$ cat config.mk
export PLATFORM = sky130hd
export DESIGN_NAME = ilsf_site_eval
export DESIGN_NICKNAME = d
export VERILOG_FILES = /design/src/rtl/ilsf_pkg.sv /design/src/rtl/ilsf_site_eval.sv
export SDC_FILE = /design/constraint.sdc
export NUM_CORES = 1
export LEC_CHECK = 0
export BUFFER_PORTS_ARGS = -buffer_cell sky130_fd_sc_hd__buf_2
export CELL_PAD_IN_SITES_DETAIL_PLACEMENT = 2
export CELL_PAD_IN_SITES_GLOBAL_PLACEMENT = 2
export CORE_ASPECT_RATIO = 1.5
export CORE_MARGIN = 1
export CORE_UTILIZATION = 28
export DETAILED_ROUTE_END_ITERATION = 7
export PLACE_DENSITY_LB_ADDON = 0.1
export SYNTH_ARGS = -nofsm -noshare
export SYNTH_HDL_FRONTEND = slang
export SYNTH_SLANG_ARGS = --single-unit
$ cat constraint.sdc
create_clock -name vclk -period 11
set_input_delay 1.65 -clock vclk [all_inputs]
set_output_delay 1.65 -clock vclk [all_outputs]
set_load 0.005 [all_outputs]
$ cat src/rtl/ilsf_pkg.sv
// ilsf_pkg: shared sizes, codes, request and result types and coordinate tables
// for the ising lattice spin-flip block; depends on nothing
`default_nettype none

package ilsf_pkg;

  // lattice geometry
  localparam int SIDE_X = 64;
  localparam int SIDE_Y = 64;
  localparam int XW     = $clog2(SIDE_X);
  localparam int YW     = $clog2(SIDE_Y);

  // fixed field widths
  localparam int CRD_W     = 6;
  localparam int CRD_N     = 2 ** CRD_W;
  localparam int RND_W     = 32;
  localparam int THR_W     = 33;
  localparam int CFG_IDX_W = 2;

  // request kinds, the unused code behaves as a read
  localparam logic [1:0] KIND_UPDATE = 2'd0;
  localparam logic [1:0] KIND_READ   = 2'd1;
  localparam logic [1:0] KIND_WRITE  = 2'd2;

  // configuration register indexes
  localparam logic [CFG_IDX_W-1:0] CFG_THR_TWO  = 2'd0;
  localparam logic [CFG_IDX_W-1:0] CFG_THR_FOUR = 2'd1;

  typedef struct packed {
    logic [1:0]       kind;
    logic [CRD_W-1:0] site_x;
    logic [CRD_W-1:0] site_y;
    logic [RND_W-1:0] random_word;
    logic             new_spin;
  } in_t;

  typedef struct packed {
    logic              spin_after;
    logic              flipped;
    logic signed [3:0] local_product;
  } out_t;

  // request after coordinate reduction
  typedef struct packed {
    logic [1:0]       kind;
    logic [XW-1:0]    x;
    logic [YW-1:0]    y;
    logic [RND_W-1:0] rnd;
    logic             new_spin;
  } req_t;

  typedef struct packed {
    logic [THR_W-1:0] two;
    logic [THR_W-1:0] four;
  } thr_t;

  // evaluation outcome: write-back row and result
  typedef struct packed {
    logic              wr_en;
    logic [SIDE_Y-1:0] row;
    out_t              res;
  } eval_t;

  // coordinate reduction tables, built at elaboration
  typedef logic [CRD_N-1:0][XW-1:0] xmod_tbl_t;
  typedef logic [CRD_N-1:0][YW-1:0] ymod_tbl_t;

  function automatic xmod_tbl_t build_xmod();
    xmod_tbl_t t;
    for (int i = 0; i < CRD_N; i++) begin
      t[i] = XW'(i % SIDE_X);
    end
    return t;
  endfunction

  function automatic ymod_tbl_t build_ymod();
    ymod_tbl_t t;
    for (int i = 0; i < CRD_N; i++) begin
      t[i] = YW'(i % SIDE_Y);
    end
    return t;
  endfunction

  localparam xmod_tbl_t XMOD_TBL = build_xmod();
  localparam ymod_tbl_t YMOD_TBL = build_ymod();

endpackage

`default_nettype wire

$ cat src/rtl/ilsf_site_eval.sv
// ilsf_site_eval: neighbour sum, local product, acceptance test and row update
// for one request; depends on ilsf_pkg
`default_nettype none

module ilsf_site_eval (
  input  wire logic [ilsf_pkg::SIDE_Y-1:0] row_i,
  input  wire ilsf_pkg::req_t              req,
  input  wire logic                        nb_up,
  input  wire logic                        nb_dn,
  input  wire ilsf_pkg::thr_t              thr,
  output ilsf_pkg::eval_t                  ev
);

  logic [ilsf_pkg::YW-1:0] ym;
  logic [ilsf_pkg::YW-1:0] yp;
  logic                    spin;
  logic [2:0]              ones;
  logic signed [3:0]       sum;
  logic signed [3:0]       prod;
  logic                    accept;

  assign ym = (req.y == '0) ? ilsf_pkg::YW'(ilsf_pkg::SIDE_Y - 1)
                            : req.y - ilsf_pkg::YW'(1);
  assign yp = (req.y == ilsf_pkg::YW'(ilsf_pkg::SIDE_Y - 1)) ? '0
                            : req.y + ilsf_pkg::YW'(1);

  assign spin = row_i[req.y];
  assign ones = {2'b00, nb_up} + {2'b00, nb_dn} + {2'b00, row_i[ym]} + {2'b00, row_i[yp]};
  // sum of four +-1 values is 2*ones - 4
  assign sum  = $signed({ones, 1'b0}) - 4'sd4;
  assign prod = spin ? sum : 4'sd0 - sum;

  always_comb begin
    if (prod <= 4'sd0) begin
      accept = 1'b1;
    end else if (prod == 4'sd2) begin
      accept = {1'b0, req.rnd} < thr.two;
    end else begin
      accept = {1'b0, req.rnd} < thr.four;
    end
  end

  always_comb begin
    ev.row               = row_i;
    ev.wr_en             = 1'b0;
    ev.res.flipped       = 1'b0;
    ev.res.local_product = 4'sd0;
    unique case (req.kind)
      ilsf_pkg::KIND_UPDATE: begin
        ev.res.local_product = prod;
        if (accept) begin
          ev.row[req.y]  = ~spin;
          ev.wr_en       = 1'b1;
          ev.res.flipped = 1'b1;
        end
      end
      ilsf_pkg::KIND_WRITE: begin
        ev.row[req.y] = req.new_spin;
        ev.wr_en      = 1'b1;
      end
      default: begin
      end
    endcase
    ev.res.spin_after = ev.row[req.y];
  end

endmodule

`default_nettype wire

Word-level counts from Yosys, hierarchy flattened:

Cells that the tools add are included.

* register bits: 0
* bits in latches: 0
* bits in writable memories: 0
* ROM bits: 0
* bits of input ports: 179
* logic and storage cells: 42
* memories: 0

* add/subtract/negate cells: 7
* multiply operators: 0
* div/mod/pow operators: 0
* order comparisons: 7
* equal/unequal tests: 3
* shift-type cells: 0
* muxes and demuxes: 21
* bitwise gates (word level): 1
* reductions and logical operators: 3

Operator list (count)
* $pmux W65 S2: 1
* $bwmux W64: 2
* $lt A32 B33 Y1: 2
* $mux W65: 1
* $bmux W1 S6: 4
* $lt A6 B7 Y1 const B: 3
* $mux W6: 2
* $mux W1: 8
* $add A6 B1 Y6 const B: 1
* $demux W1 S6: 1
* $eq A6 B6 Y1 const B: 1
* $ge A6 B1 Y1 const B: 1
* $logic_not A6 Y1: 1
* $sub A6 B1 Y6 const B: 1
* $mux W5: 1
* $eq A4 B3 Y1 const B: 1
* $le A4 B1 Y1 const B: 1
* $mux W4: 1
* $sub A1 B4 Y4 const A: 1
* $sub A4 B4 Y4 const B: 1
* $add A2 B1 Y3: 1
* $add A3 B1 Y3: 1
* $add A1 B1 Y2: 1
* $eq A2 B2 Y1 const B: 1
* 3 further kinds: 3

Longest topological paths before layout:

* word-level depth: 16
* gate-level depth with buffers: 28
* mapped depth without buffers: 21

Worst setup path after synthesis:

OpenSTA, ideal clock, no wires.

* kind: input port to output port
* start point: in req[33] (netlist bit)
* end point: out ev[5] (netlist bit)
* data arrival time: 7911 ps
* required time: 9350 ps
* setup slack: 1439 ps
* cell stages on the path: 27
* buffers on the path: 7
* cell sequence: buf_6 buf_2 clkinv_1 clkbuf_1 ha_1 clkbuf_1 clkbuf_1 mux4_2 mux4_2 mux2_2 nand2_1 o21ai_0 fa_1 ha_1 inv_1 ha_1 clkbuf_1 nor2_1 nand2_1 o32ai_1 nor3_1 clkbuf_1 o21ai_1 a32oi_1 o31a_1 a21oi_1 or4_1

RTL lines
* start: declaration: line ilsf_site_eval.sv:7 `input wire ilsf_pkg::req_t req,`
* end: declaration: line ilsf_site_eval.sv:11 `output ilsf_pkg::eval_t ev`

==> impl_results.md <==
- Switching part of the total power: approximately three fifths
- GPL Wtd Cong: 0.935
- Post-CTS resize count: 0
- Post-Syn Area: slightly above 0.007 sq mm
- CP Max Fanout: 20
- Chip Height: between 150 and 200 um
- Core area: 0.0251 sq mm
- Slew @ Worst Pin: ~1.1 ns
- Endpoints failing setup: 0
- CP Class: in2out
- ANT cells: 0
- Critical Path AT: approximately 8.4 ns
- Fin Setup TNS: 0 ns
- Largest net degree at the start of global routing: 71
- Remaining global-route overflow: 0
- Cell Int Power: between 150 and 200 uW
- Setup Buffers After CTS: 0
- Power share of the clock group: 0%
- Post-Syn Area per Cell: between 6 and 7 sq um
- HPWL after DPL: between 30000 and 40000 um
- Syn. warnings: 0
- Port Buf Inserts: between 200 and 250
- Die Wd: ~130 um
- Initial DRT Pass Iterations: 5
- Drt via density: about 6
- Total global-route track usage: just under 30%
- Worst-case vdd ir drop: 27.4 uV
- Unrepaired setup endpoints after global routing: false
- Fmax: 0.0992 GHz
- Clock buffer count: 0
- Wire per inst: roughly 25 um
- Period utilisation layout: approximately nine tenths
- Rel. slew slack: a little over a quarter
- Initial antenna violation count: 0
- # rows: 71
- Mapped Nets: between 1000 and 1500
- Vias in the first global route: 10200
- Share of layout cells above drive strength 1: 27.8%
- First-pass GRT wire length: approximately 59000 um
- Iteration-0 DRC Markers: around 400
- Most common cell after layout, fill and taps aside: buf_2
- Sequential Area: 0 sq um
- Worst EP required: 9.35 ns
- CP Capture Type: output pin
- Vias: between 9000 and 10000
- Io pins: 250
- Post-route ant nets: 0
- Part of the power in registers: 0%
- Slew Viols, Final: 0
- Cell variety after synth: 71
- Die area: around 0.026 sq mm
- Power Total: about 460 uW
- Gate power share: 100.0%
- Minimum clock period: 10.08 ns
- Most frequent cells in the layout: buf_2 (243), nand2_1 (132), o21ai_0 (128)
- Hold buffers post-CTS: 0
- Final net count: approximately 1500
- Sequential area share after synthesis: 0%
- Hold Vio Cnt, Final: 0
- WL final: between 30000 and 40000 um
- Area growth from synthesis to layout: 21.1%
- Seq cells: 0
- Outcome: finished clean
- Fillers: around 3200
- Critical Path Source Type: input port
- Leakage: around 0.0038 uW
- Mapped Cells: 1059
- Sw Pwr: 277 uW
- Remaining DRCs: 0
- PD cells: roughly 53 mW/mm^2
- Max-cap viol count: 0
- Starting Density: roughly 29%
- Class of the worst hold path: in2out
==> power groups by stage <==
stage	sequential, uW	clock (uW)	combinational (uW)
2_1_floorplan	0	0	274
3_3_place_gp	0	0	445
3_5_place_dp	0	0	455
4_1_cts	0	0	458
5_1_grt	0	0	498
6_report	0	0	458
==> cell families after synthesis <==
family / Yosys count / share of synthesized area (%)
compound gates: 421 / 36.5
simple gates: 321 / 20.7
buf+inv: 164 / 9.42
mux: 78 / 20.6
fa+ha+maj: 67 / 11.8
xor+xnor: 7 / 0.858
other cells: 1 / 0.0525
==> critical path, stage by stage <==
cell,delay (ns)
buf_2,0.22
and3_1,0.43
a31oi_2,0.77
buf_4,0.33
mux4_2,0.52
mux4_2,0.45
mux2i_1,0.25
o21ai_0,0.19
fa_1,0.53
ha_1,0.14
inv_1,0.04
ha_1,0.39
a211oi_1,0.37
nand2_1,0.09
o2111a_1,0.28
nor2_1,0.45
nand2_1,0.42
a31oi_1,0.45
nand2_1,0.12
o2bb2ai_1,0.16
buf_2,0.16
==> synthesized netlist by cell type, types with 8 or more instances <==
cell	instances	area share, %
a22oi_1	14	1.5
mux2i_1	19	2.7
nor2_1	81	4.3
clkbuf_1	56	2.9
nand2_1	132	6.9
o21ai_0	128	9.0
o31ai_1	10	1.1
a21oi_1	123	8.6
nand4_1	8	0.70
nor3_1	14	0.98
a31oi_1	12	1.1
nand2b_1	13	1.1
a221oi_1	8	0.98
o22ai_1	16	1.4
a21o_1	14	1.5
inv_1	80	4.2
ha_1	66	12
nor2b_1	8	0.70
nand3_1	22	1.5
o22a_1	27	3.3
buf_2	15	1.1
mux4_2	52	16
==> layer usage <==
metal	vias up	part of all wire (%)	global-route usage [%]
met1	4844	37	30.8
met5	-	0	0
li1	4365	-	-
met3	118	4.5	2.26
met4	0	6.2	16.1
met2	383	53	55.8
==> cell type report <==
class	instances	area [sq um]	area share [%]
inverter	81	304	3.51
multi-input combinational	895	6490	75.0
tap	328	410	4.74
timing repair buffer	274	1450	16.7
==> per-stage QoR <==
step                util (%)  instances  hold WS, ns  setup slack, ns  area, sq um
floorplan                  -       1059         3.39             1.44         7150
global placement        34.6       1578         3.66             1.10         8660
finish                  34.6       1578         3.66            0.917         8660
global route            34.6       1578         3.70            0.655         8660
detailed placement      34.6       1578         3.67             1.03         8660
CTS                     34.6       1578         3.67             1.01         8660
==> path summary, 6_finish.rpt <==
check	from	endpoint	slack [ns]	cells past startpoint
min	row_i[14]	ev[20]	3.66	4
max	req[36]	ev[43]	0.92	21
Note: power is estimated with default switching activity, not from simulation.
